--- src/rtl/core/audio_echo_mixer_top_defines.svh ---
// Assertion helpers shared by the RTL that checks itself.
// Both expect signals named clk and rst in the calling scope.
`ifndef AUDIO_ECHO_MIXER_TOP_DEFINES_SVH
`define AUDIO_ECHO_MIXER_TOP_DEFINES_SVH

// Consequent must hold in the same cycle as the antecedent.
`define AEM_ASSERT_NOW(label, ante, cons) \
  label: assert property (@(posedge clk) disable iff (rst) (ante) |-> (cons)) \
    else $error("%m: same-cycle check failed");

// Consequent must hold in the cycle after the antecedent.
`define AEM_ASSERT_NEXT(label, ante, cons) \
  label: assert property (@(posedge clk) disable iff (rst) (ante) |=> (cons)) \
    else $error("%m: next-cycle check failed");

`endif

--- src/rtl/core/aem_pkg.sv ---
package aem_pkg;

  localparam int SAMPLE_W   = 16;
  localparam int DELAY_W    = 15;
  localparam int SCALE_W    = 16;
  localparam int CFG_IDX_W  = 1;
  localparam int CFG_DATA_W = 16;

  localparam int MAX_DELAY_DEFAULT = 16384;

  localparam logic [DELAY_W-1:0] DELAY_RESET = DELAY_W'(8000);
  localparam logic [SCALE_W-1:0] SCALE_RESET = SCALE_W'(4);

  // Register indexes on the config port
  localparam logic [CFG_IDX_W-1:0] REG_DELAY = 1'b0;
  localparam logic [CFG_IDX_W-1:0] REG_SCALE = 1'b1;

  // Command codes
  localparam logic CMD_SAMPLE = 1'b0;
  localparam logic CMD_DRAIN  = 1'b1;

  // Job queue between front and back
  localparam int QUEUE_DEPTH = 2;
  localparam int QPTR_W      = $clog2(QUEUE_DEPTH);
  localparam int QCNT_W      = $clog2(QUEUE_DEPTH + 1);

  // Serial divider: one quotient bit per cycle
  localparam int DIV_STEPS = SAMPLE_W;
  localparam int DCNT_W    = $clog2(DIV_STEPS);

  typedef struct packed {
    logic [DELAY_W-1:0] echo_lag;
    logic [SCALE_W-1:0] echo_div;
  } cfg_t;

  typedef struct packed {
    logic signed [SAMPLE_W-1:0] x;
  } job_t;

endpackage

--- src/rtl/core/aem_queue.sv ---
module aem_queue (
  input  logic          clk,
  input  logic          rst,
  input  logic          push_valid,
  output logic          push_ready,
  input  aem_pkg::job_t push_job,
  output logic          pop_valid,
  input  logic          pop_ready,
  output aem_pkg::job_t pop_job
);

  aem_pkg::job_t                    slots [aem_pkg::QUEUE_DEPTH];
  logic [aem_pkg::QPTR_W-1:0]       wr_ptr;
  logic [aem_pkg::QPTR_W-1:0]       rd_ptr;
  logic [aem_pkg::QCNT_W-1:0]       count;
  logic                             push;
  logic                             pop;

  assign push_ready = (count != aem_pkg::QCNT_W'(aem_pkg::QUEUE_DEPTH));
  assign pop_valid  = (count != '0);
  assign push       = push_valid && push_ready;
  assign pop        = pop_valid && pop_ready;
  assign pop_job    = slots[rd_ptr];

  function automatic logic [aem_pkg::QPTR_W-1:0] bump(input logic [aem_pkg::QPTR_W-1:0] p);
    if (32'(p) == aem_pkg::QUEUE_DEPTH - 1) begin
      bump = '0;
    end else begin
      bump = p + 1'b1;
    end
  endfunction

  always_ff @(posedge clk) begin
    if (rst) begin
      wr_ptr <= '0;
      rd_ptr <= '0;
      count  <= '0;
    end else begin
      if (push) begin
        wr_ptr <= bump(wr_ptr);
      end
      if (pop) begin
        rd_ptr <= bump(rd_ptr);
      end
      if (push && !pop) begin
        count <= count + 1'b1;
      end else if (pop && !push) begin
        count <= count - 1'b1;
      end
    end
  end

  always_ff @(posedge clk) begin
    if (push) begin
      slots[wr_ptr] <= push_job;
    end
  end

endmodule

--- config.mk ---
export PLATFORM = sky130hd
export DESIGN_NAME = aem_queue
export DESIGN_NICKNAME = d
export VERILOG_FILES = /design/src/rtl/core/audio_echo_mixer_top_defines.svh /design/src/rtl/core/aem_pkg.sv /design/src/rtl/core/aem_queue.sv
export SDC_FILE = /design/constraint.sdc
export NUM_CORES = 1
export LEC_CHECK = 0
export ABC_AREA = 1
export BUFFER_PORTS_ARGS = -buffer_cell sky130_fd_sc_hd__buf_2
export CORE_AREA = 8 8 78 66
export DETAILED_ROUTE_END_ITERATION = 7
export DIE_AREA = 0 0 86 74
export SETUP_SLACK_MARGIN = 0.5
export SLEW_MARGIN = 0
export SYNTH_ARGS = -nofsm -noshare
export SYNTH_HDL_FRONTEND = slang
export SYNTH_SLANG_ARGS = --single-unit
--- constraint.sdc ---
create_clock -name clk -period 2.24 [get_ports clk]
set_input_delay 0.56 -clock clk [delete_from_list [all_inputs] [get_ports clk]]
set_output_delay 0.56 -clock clk [all_outputs]
set_load 0.01 [all_outputs]
==> run summary <==
CTS max path bufs -> 2
Peak Freq -> 559 MHz
Synth Net Count -> 108
Die Wd -> 86 um
Synth Area in Compound Gates -> 1.38%
Slowest stage delay, CP -> 370 ps
HPWL after DPL -> 1880 um
Critical path data required time -> 1680 ps
Status -> finished, final reports clean
Via density per instance -> 4.22
Pwr dens -> 1060 nW/um2
Die height -> 74 um
Tmin final -> 1790 ps
Top-Level Pins -> 38
Reg2Reg Launch Point -> count[0]
Post-synthesis average cell area -> 16.7 um2
#FFs+latches synth -> 37
Largest family of logic cells by synthesized area -> multiplexers
Synthesized area -> 1450 um2
Final Core Density -> 49.2%
Internal power -> 1490 uW
Ys Warns -> 0
Final setup TNS -> 0 ps
Min-Delay Path Class -> in -> reg
Fin nets -> 157
Final setup viols -> 0
Post-route total power -> 2070 uW
Clock power share -> 20.6%
Part of the power in combinational logic -> 35.1%
Core Box Area -> 3970 um2
Clk sinks -> 37
Initial antenna violation count -> 0
Layout cells sized above 1 -> 49.6%
Commonest non-fill, non-tap cells in the layout -> edfxtp_1 (32), buf_2 (21), buf_6 (18)
Startpoint types -> flip-flop
Part of the power in registers -> 44.3%
Synth Area in Simple Gates -> 5.27%
Root buf cell -> clkbuf_8
Max_slew headroom -> 89.2%
Per-cell routed wire length -> 13.6 um
Min Hold Slack -> 470 ps
Net Sw Frac -> 27.9%
GPL Wtd Cong -> 0.646
N_diodes -> 0
Fin Clk Skew -> 5.19 ps
Gr ovfl total -> 0
RSZ-0062 raised after global routing -> yes
CTS tree -> done
Pin count of the biggest net entering global routing -> 12
Post-CTS setup buffer count -> 0
Actual slew at the worst max-slew pin -> 162 ps
NetSw -> 578 uW
Number of max-cap violations -> 0
Row count -> 21
Hold Buf Count CTS -> 0
Router iterations before antenna repair -> 4
Final hold vios -> 0
Synth Area in Adders -> 0.864%
Share of the synthesized area in the top cell type -> 66.3%
GRT Overall Usage -> 8.71%
Leakage -> 0.000810 uW
Vias in the first global route -> 871
Htree depth -> 2
Cell Count, Final, Fillers Out -> 194
Final max-slew violation count -> 0
Detailed Route WL -> 2640 um
Xor/xnor share of the synthesized area -> 0%
Cells along the critical path -> buf_8 > mux2_4 > buf_6
Sequential area share after synthesis -> 73.2%
CP Capture Type -> primary output
Arrival @ worst endpoint -> 1230 ps
Routed Antenna Nets -> 0
Multiplexer share of the synthesized area -> 15.0%
Worst VDD drop -> 0.000561 V
Worst path bufs/invs -> 2
Cell taking the most area after synthesis -> edfxtp_1
Skew-Pair Late Insertion Delay -> 270 ps
Most common cell after layout, fill and taps aside -> edfxtp_1
Critical path fanouts, max -> 7
Unique masters post-synth -> 14
Synth area leaders -> edfxtp_1 (66%), mux2_4 (10%), dfxtp_1 (6.9%), mux2_2 (4.7%), nand2_1 (2.3%)
Crit Path Class -> reg -> out
IO buf count -> 37
DR iter-0 viols -> 31
Clk slew on worst S/H paths -> 70 ps
Critical-path top delay cell -> dfxtp_4
Initial core utilization -> 36.5%
Synth Instances -> 87
Placed cell count -> 185
Drc violations -> 0
Part of the cycle the worst path needs -> 79.9%
Crit path max-delay family -> flip-flops
DIE AREA -> 6360 um2
First-pass GRT wire length -> 4210 um
TritonCTS Buffers -> 5
Hold_sp -> push_job[9]
Via count -> 818
Area grow syn2layout -> 34.6%
[stage by stage]
stage / cell area, um2 / setup WS [ps]
4_1_cts: 1940 / 435
2_1_floorplan: 1450 / 506
3_5_place_dp: 1720 / 669
5_1_grt: 1950 / 412
3_3_place_gp: 1720 / 697
6_report: 1950 / 451
[state kept, by name (all words and copies together), names as in the netlist, named ones only]
signal  flops
slots      32
count       2
rd_ptr      1
wr_ptr      1
[worst reg2reg max path, stage by stage, from the launching register on]
cell and delay [ps]:
dfxtp_1 310, inv_1 110, nand2_1 80, nand2_1 130, inv_1 70, ha_1 310, inv_1 80, nand3_1 80
nand2_1 60, inv_1 40, nor2_1 80
[cells in the mapped netlist]
master	number
a21oi_1	2
buf_12	1
buf_6	1
dfxtp_1	5
edfxtp_1	32
ha_1	1
inv_1	8
mux2_2	6
mux2_4	10
nand2_1	9
nand3_1	2
nand4_1	1
nor2_1	7
o21ai_0	2
[power by group through the flow]
| stage | Combinational (uW) | Clock (uW) | Sequential, uW |
|---|---|---|---|
| after floorplan | 401 | 0 | 916 |
| after global placement | 567 | 0 | 919 |
| after detailed placement | 579 | 0 | 923 |
| after CTS | 731 | 444 | 919 |
| after global routing | 792 | 470 | 928 |
| final | 725 | 427 | 917 |
[routing by layer]
| metal | GRT usage, % | vias up | wire length (um) |
|---|---|---|---|
| li1 | - | 409 | - |
| met2 | 13.6 | 30 | 1140 |
| met4 | 2.33 | 0 | 8 |
| met1 | 10.1 | 377 | 1220 |
| met3 | 4.97 | 2 | 272 |
| met5 | 0 | - | 0 |
[cell families after synthesis]
| kind of cell | Yosys count |
|---|---|
| AOI/OAI and AO/OA | 4 |
| DFF | 37 |
| adders and majority gates | 1 |
| and+or+nand+nor | 19 |
| muxes | 16 |
| buffers and inverters | 10 |
[timing repair]
item                       4_1_cts  5_1_grt
gates cloned                     1        0
resized for setup               28        1
setup endpoints to repair       16       16
[layout make-up]
type	instances	area, um2
sequential	37	1060
multi-input combinational	40	349
fill	359	2020
inverter	8	30.0
tap	57	71.3
clock buffer	6	72.6
timing repair buffer	44	353
clock inverter	2	10.0
[path summary, 6_finish.rpt]
path | endpoint | slack (ps) | cells after the start
min | slots[1][9] | 470 | 1
max | pop_job[15] | 450 | 3
max reg2reg | count[1] | 830 | 10
min reg2reg | rd_ptr | 500 | 2
Power figures use the tool's default switching activity.
