$ cat src/rtl/core/audio_echo_mixer_top_defines.svh
// Assertion helpers shared by the RTL that checks itself.
// Both expect signals named clk and rst in the calling scope.
`ifndef AUDIO_ECHO_MIXER_TOP_DEFINES_SVH
`define AUDIO_ECHO_MIXER_TOP_DEFINES_SVH

// Consequent must hold in the same cycle as the antecedent.
`define AEM_ASSERT_NOW(label, ante, cons) \
  label: assert property (@(posedge clk) disable iff (rst) (ante) |-> (cons)) \
    else $error("%m: same-cycle check failed");

// Consequent must hold in the cycle after the antecedent.
`define AEM_ASSERT_NEXT(label, ante, cons) \
  label: assert property (@(posedge clk) disable iff (rst) (ante) |=> (cons)) \
    else $error("%m: next-cycle check failed");

`endif

$ cat src/rtl/core/aem_pkg.sv
package aem_pkg;

  localparam int SAMPLE_W   = 16;
  localparam int DELAY_W    = 15;
  localparam int SCALE_W    = 16;
  localparam int CFG_IDX_W  = 1;
  localparam int CFG_DATA_W = 16;

  localparam int MAX_DELAY_DEFAULT = 16384;

  localparam logic [DELAY_W-1:0] DELAY_RESET = DELAY_W'(8000);
  localparam logic [SCALE_W-1:0] SCALE_RESET = SCALE_W'(4);

  // Register indexes on the config port
  localparam logic [CFG_IDX_W-1:0] REG_DELAY = 1'b0;
  localparam logic [CFG_IDX_W-1:0] REG_SCALE = 1'b1;

  // Command codes
  localparam logic CMD_SAMPLE = 1'b0;
  localparam logic CMD_DRAIN  = 1'b1;

  // Job queue between front and back
  localparam int QUEUE_DEPTH = 2;
  localparam int QPTR_W      = $clog2(QUEUE_DEPTH);
  localparam int QCNT_W      = $clog2(QUEUE_DEPTH + 1);

  // Serial divider: one quotient bit per cycle
  localparam int DIV_STEPS = SAMPLE_W;
  localparam int DCNT_W    = $clog2(DIV_STEPS);

  typedef struct packed {
    logic [DELAY_W-1:0] echo_lag;
    logic [SCALE_W-1:0] echo_div;
  } cfg_t;

  typedef struct packed {
    logic signed [SAMPLE_W-1:0] x;
  } job_t;

endpackage

$ cat src/rtl/core/aem_front.sv
module aem_front (
  input  logic                                 clk,
  input  logic                                 rst,
  input  logic                                 in_valid,
  output logic                                 in_ready,
  input  logic                                 cmd,
  input  logic signed [aem_pkg::SAMPLE_W-1:0]  sample,
  input  logic                                 cfg_valid,
  output logic                                 cfg_ready,
  input  logic [aem_pkg::CFG_IDX_W-1:0]        cfg_index,
  input  logic [aem_pkg::CFG_DATA_W-1:0]       cfg_data,
  output aem_pkg::cfg_t                        cfg,
  output logic                                 job_valid,
  output aem_pkg::job_t                        job,
  input  logic                                 job_ready
);

  assign cfg_ready = 1'b1;
  assign in_ready  = !job_valid || job_ready;

  // Config registers
  always_ff @(posedge clk) begin
    if (rst) begin
      cfg.echo_lag <= aem_pkg::DELAY_RESET;
      cfg.echo_div <= aem_pkg::SCALE_RESET;
    end else if (cfg_valid && cfg_ready) begin
      case (cfg_index)
        aem_pkg::REG_DELAY: cfg.echo_lag <= cfg_data[aem_pkg::DELAY_W-1:0];
        aem_pkg::REG_SCALE: cfg.echo_div <= cfg_data[aem_pkg::SCALE_W-1:0];
        default: ;
      endcase
    end
  end

  // Input register: classify the word, drain becomes a zero sample
  always_ff @(posedge clk) begin
    if (rst) begin
      job_valid <= 1'b0;
    end else if (in_valid && in_ready) begin
      job_valid <= 1'b1;
    end else if (job_ready) begin
      job_valid <= 1'b0;
    end
  end

  always_ff @(posedge clk) begin
    if (in_valid && in_ready) begin
      job.x <= (cmd == aem_pkg::CMD_DRAIN) ? '0 : sample;
    end
  end

endmodule

$ cat config.mk
export PLATFORM = sky130hd
export DESIGN_NAME = aem_front
export DESIGN_NICKNAME = d
export VERILOG_FILES = /design/src/rtl/core/audio_echo_mixer_top_defines.svh /design/src/rtl/core/aem_pkg.sv /design/src/rtl/core/aem_front.sv
export SDC_FILE = /design/constraint.sdc
export NUM_CORES = 1
export LEC_CHECK = 0
export ABC_AREA = 1
export BUFFER_PORTS_ARGS = -buffer_cell sky130_fd_sc_hd__buf_4
export CAP_MARGIN = 20
export CELL_PAD_IN_SITES_DETAIL_PLACEMENT = 1
export CELL_PAD_IN_SITES_GLOBAL_PLACEMENT = 1
export CORE_MARGIN = 2
export CORE_UTILIZATION = 32
export CTS_BUF_LIST = sky130_fd_sc_hd__clkbuf_4 sky130_fd_sc_hd__clkbuf_8 sky130_fd_sc_hd__clkbuf_16
export DETAILED_ROUTE_END_ITERATION = 8
export GPL_ROUTABILITY_DRIVEN = 0
export PLACE_DENSITY = 0.89
export SETUP_SLACK_MARGIN = 0.3
export SLEW_MARGIN = 40
export SYNTH_ARGS = -nofsm -noshare
export SYNTH_HDL_FRONTEND = slang
export SYNTH_SLANG_ARGS = --single-unit
export TNS_END_PERCENT = 30
$ cat constraint.sdc
create_clock -name clk -period 2.4 [get_ports clk]
set_clock_uncertainty 0.15 [all_clocks]
set_input_delay 0.24 -clock clk [delete_from_list [all_inputs] [get_ports clk]]
set_output_delay 0.24 -clock clk [all_outputs]
set_load 0.02 [all_outputs]
==> results.py, run 1 <==
metrics = {
    "status": {
        "outcome": "complete, no violations",
    },
    "worst_setup_path": {
        "crit_fanout": 31,
        "rr_startpoint": "job_valid$_SDFFE_PP0P_",
        "cp-startpoint": "rst",
        "cp.arrival_ps": 1600,
        "crit_type": "primary input to flop",
        "cp-end-kind": "flop",
        "cp.required_ps": 2490,
        "r2r_cells": 2,
        "cp-start-kind": "primary input",
    },
    "placed_design": {
        "place_ws_ps": 812,
        "hpwl_mm": 3.78,
        "dp.cells": 364,
        "place_area_um2": 2520,
        "io_buffers": 87,
    },
    "layout": {
        "finalNonFillerCells": 373,
        "fin_area_um2": 2690,
        "nets": 339,
        "num_antenna_cells": 0,
        "nFillCells": 673,
        "area_growth_pct": 46.1,
        "drive_gt1_share_pct": 33.9,
    },
    "floorplan": {
        "die_w_um": 79.8,
        "dieArea_um2": 6370,
        "fp.dieH_um": 79.8,
        "start_util_pct": 33.2,
        "rows": 27,
        "io_pins": 89,
        "design.core.area_um2": 5540,
    },
    "clock_tree": {
        "ctsResizeCount": 0,
        "insertion_delay_ps": 300,
        "clockBufferDepth": 2,
        "clock_sinks": 48,
        "htreeDepth": 2,
        "cts-hold-fix-buffers": 1,
        "cts_inserted_buffers": 5,
        "cts_root_buffer": "clkbuf_8",
        "postCtsSetupBuffers": 0,
        "clk_pin_slew_ps": 90,
        "cts_tree": "yes",
    },
    "synthesis": {
        "syn-num-nets": 254,
        "yosysWarnings": 0,
        "syn-instance-count": 215,
        "syn_area_um2": 1840,
        "yosysSeqAreaShare_pct": 61.0,
        "synth_seq_cells": 48,
        "synth.distinct_cells": 17,
        "avgSynthCellArea_um2": 8.55,
    },
    "global_routing": {
        "first_global_vias": 1704,
        "antenna_found_initial": 0,
        "grt_pass1_wl_mm": 7.97,
        "grt.total_usage_pct": 16.3,
        "grt-ovfl-total": 0,
        "grt_max_degree": 32,
    },
    "timing": {
        "slew_viol_final": 0,
        "rsz0062_at_grt": "no",
        "fmax_ghz": 0.663,
        "setup_slack_ps": 892,
        "finalHoldViolCount": 0,
        "min_period_ps": 1510,
        "fin_crit_sh_pct": 62.8,
        "fin_setup_tns_ps": 0,
        "setup_viol": 0,
    },
    "route": {
        "wl_per_cell_um": 13.5,
        "drc": 0,
        "vias": 1700,
        "wl_mm": 5.03,
        "avgViaCountPerCell": 4.56,
        "dr.pass1.iters": 4,
        "drt-initial-drc-count": 61,
        "postRouteAntennaNets": 0,
    },
    "worst_hold_path": {
        "hold_path.class": "primary input to flop",
        "hold_depth": 3,
        "hold_start": "cfg_data[2]",
    },
    "power": {
        "netSwitchingPower_mw": 0.475,
        "clkPwrFrac_pct": 38.9,
        "max-vdd-ir-drop_mv": 0.286,
        "pwr-share-seq_pct": 45.3,
        "p_int_mw": 1.56,
        "power_per_cell_area_nw_per_um2": 756,
        "swShare_pct": 23.4,
        "combPwrFrac_pct": 15.9,
        "power_mw": 2.03,
        "p_leak_nw": 1.35,
    },
    "run": {
        "maxCapViolations": 0,
    },
}
-- final cells by class --
type	count	area [um2]	share of cell area (%)
Tap cell	72	90.1	3.35
Clock buffer	5	68.8	2.56
Sequential cell	48	1120	41.7
Multi-Input combinational cell	125	531	19.7
Clock inverter	3	90.1	3.35
Inverter	31	116	4.33
Timing Repair Buffer	89	671	25.0
-- cells by family after synthesis --
logic type | after synthesis | share of synthesized area [%]
simple gates | 107 | 24.0
flops | 48 | 61.0
buf+inv | 42 | 10.2
compound gates | 17 | 4.63
other cells | 1 | 0.204
-- power by group through the flow --
stage / Combinational, mW / Clock (mW) / Sequential [mW]
after floorplan: 0.102 / 0 / 1.00
after global placement: 0.316 / 0 / 0.937
after detailed placement: 0.325 / 0 / 0.938
after CTS: 0.328 / 0.808 / 0.920
after global routing: 0.352 / 0.851 / 0.925
final: 0.322 / 0.790 / 0.919
-- synthesized netlist by cell type, drive strengths merged --
cell,count,share of area [%]
conb,1,0.20
nand3,22,6.0
inv,31,6.3
clkbuf,5,1.1
a21oi,2,0.54
o21ai,15,4.1
nand2,20,4.5
nor2,65,14
buf,6,2.8
dfxtp,32,35
edfxtp,16,26
-- routing by layer --
metal  part of all wire (%)  GRT usage (%)  wire length [um]
met1                     38           16.8              1930
met2                     52           31.4              2590
met3                    8.9           5.09               448
met4                    1.1           4.58                54
met5                      0              0                 0
-- layout by cell type (no fill, tap or decap) --
master	Yosys	final
nand3_1	22	22
conb_1	1	1
nand2_4	1	1
o21ai_0	15	15
dlygate4sd3_1	0	1
inv_1	29	28
nand2_1	19	19
buf_4	1	88
a21oi_1	2	2
edfxtp_1	16	16
nor2_2	2	2
bufinv_16	0	3
nor2_1	63	63
clkbuf_8	0	5
dfxtp_1	32	32
inv_2	2	3
-- path summary, 6_finish.rpt --
check / endpoint / slack (ps)
max: cfg[3]$_SDFFE_PP0P_ / 890
min: cfg[2]$_SDFFE_PP1P_ / 30
max reg2reg: job[12]$_SDFFCE_PP0P_ / 1220
min reg2reg: cfg[22]$_SDFFE_PP1P_ / 330
-- worst max-delay path, cell delays in order --
cell           delay, ps
dlygate4sd3_1        550
buf_4                150
inv_2                340
o21ai_0              190
nor2_1               120
-- metrics by stage --
step / hold WS, ps / utilization, %
floorplan: 159 / -
global placement: 268 / 45.5
detailed placement: 286 / 45.5
CTS: 7.43 / 48.5
global route: 7.18 / 48.5
finish: 25.3 / 48.5
-- sequential cells by signal, summed over array words and instances (netlist names) --
register / count
job_valid: 1
job: 16
cfg: 31
Power figures use the tool's default switching activity.
==> inputs of run 2 (changes only) <==
clock period = 1.5 ns   (was 2.4 ns; I/O delays follow)
==> results.py, run 2 (synthesis gave the netlist of run 1 again) <==
metrics = {
    "global_routing": {
        "grt_max_degree": 32,
        "first_global_vias": 1785,
        "grt-ovfl-total": 0,
        "grt.total_usage_pct": 17.5,
        "grt_pass1_wl_mm": 8.54,
        "antenna_found_initial": 0,
    },
    "placed_design": {
        "dp.cells": 364,
        "hpwl_mm": 3.72,
        "io_buffers": 87,
    },
    "layout": {
        "nets": 360,
        "largest_reg_flops": 31,
        "multi_input_area_um2": 549,
        "final_common_cell": "buf_4",
        "top_regs": "cfg: 31 flops, job: 16 flops, job_valid: 1 flops",
        "top_register": "cfg",
        "nFillCells": 678,
        "num_antenna_cells": 0,
        "drive_gt1_share_pct": 32.6,
        "finalNonFillerCells": 394,
        "layout_common_cells": "buf_4, nor2_1, dfxtp_1, inv_1, nand3_1",
        "area_growth_pct": 56.5,
        "seq_area_um2": 1120,
    },
    "route": {
        "postRouteAntennaNets": 0,
        "vias": 1737,
        "drt-initial-drc-count": 55,
        "wl_mm": 5.51,
        "wl_per_cell_um": 14.0,
        "avgViaCountPerCell": 4.41,
        "dr.pass1.iters": 4,
        "drc": 0,
    },
    "worst_setup_path": {
        "crit_type": "flop to output port",
        "cp.required_ps": 1200,
        "crit_fanout": 3,
        "cp.arrival_ps": 880,
        "cp-start-kind": "flop",
        "cp-end-kind": "output port",
    },
    "floorplan": {
        "rows": 27,
        "fp.dieH_um": 79.8,
        "die_w_um": 79.8,
        "design.core.area_um2": 5540,
        "io_pins": 89,
        "dieArea_um2": 6370,
        "start_util_pct": 33.2,
    },
    "clock_tree": {
        "insertion_delay_ps": 280,
        "cts_inserted_buffers": 5,
        "clk_pin_slew_ps": 70,
        "clockBufferDepth": 2,
        "cts_tree": "yes",
        "htreeDepth": 2,
        "clock_sinks": 48,
        "cts_root_buffer": "clkbuf_8",
    },
    "timing": {
        "rsz0062_at_grt": "no",
        "fin_setup_tns_ps": 0,
        "slew_viol_final": 0,
        "fmax_ghz": 0.851,
        "hold_ws_ps": 4.20,
        "setup_viol": 0,
        "finalHoldViolCount": 0,
        "min_period_ps": 1180,
        "fin_crit_sh_pct": 78.4,
    },
    "power": {
        "power_per_cell_area_nw_per_um2": 1000,
        "p_leak_nw": 1.43,
        "max-vdd-ir-drop_mv": 0.388,
    },
    "status": {
        "outcome": "complete, no violations",
    },
    "run": {
        "maxCapViolations": 0,
    },
    "worst_hold_path": {
        "hold_path.class": "primary input to flop",
    },
}
## run 2: cell count changes in the layout (fill, tap and decap cells not counted), sizes merged
cell,before,now
buf,88,89
bufinv,3,0
clkbuf,5,8
dlygate4sd3,1,21
## run 2: through the flow
step | cell area (um2) | util, % | setup WS, ps | total power, mW
floorplan | 1850 | - | 286 | 1.77
global placement | 2530 | 45.7 | 258 | 2.01
detailed placement | 2530 | 45.7 | 232 | 2.02
CTS | 2870 | 51.8 | 295 | 2.91
global route | 2880 | 52.0 | 291 | 3.03
finish | 2880 | 52.0 | 325 | 2.89
## run 2: final timing paths
check,start,endpoint,slack (ps),depth (start not counted)
min,sample[8],job[8]$_SDFFCE_PP0P_,4,3
min reg2reg,cfg[22]$_SDFFE_PP1P_,cfg[22]$_SDFFE_PP1P_,330,2
max,job_valid$_SDFFE_PP0P_,in_ready,320,2
max reg2reg,job_valid$_SDFFE_PP0P_,job[5]$_SDFFCE_PP0P_,360,2
## run 2: timing repair
| action | in CTS | in global routing |
|---|---|---|
| pin swaps | 1 | 0 |
| gates resized for setup | 0 | 3 |
| endpoints found under the setup margin | 17 | 1 |
| buffers inserted | 1 | 0 |
| hold buffers | 21 | 0 |
| endpoints found under the hold margin | 26 | 0 |
## run 2: critical path, stage by stage (launching register included)
cell     delay [ps]
dfxtp_4         390
nand2_4          60
buf_6           140
## run 2: layout make-up
cell class,count,area share (%)
Timing Repair Buffer,110,31.1
Tap cell,72,3.13
Inverter,31,4.04
Clock buffer,8,3.61
Sequential cell,48,39.1
Multi-Input combinational cell,125,19.1
## run 2: where the power goes
| group | internal (mW) | switching (mW) | leakage (nW) |
|---|---|---|---|
| Combinational | 0.267 | 0.310 | 0.947 |
| Clock | 0.439 | 0.395 | 0.0549 |
| Sequential | 1.43 | 0.0443 | 0.425 |
## run 2: layer usage
layer / wire (um) / GRT usage [%] / part of all wire [%] / vias to the layer above
li1: - / - / - / 868
met1: 2210 / 19.3 / 40 / 800
met2: 2930 / 32.8 / 53 / 61
met3: 283 / 3.62 / 5.1 / 8
met4: 88 / 6.44 / 1.6 / 0
met5: 0 / 0 / 0 / -
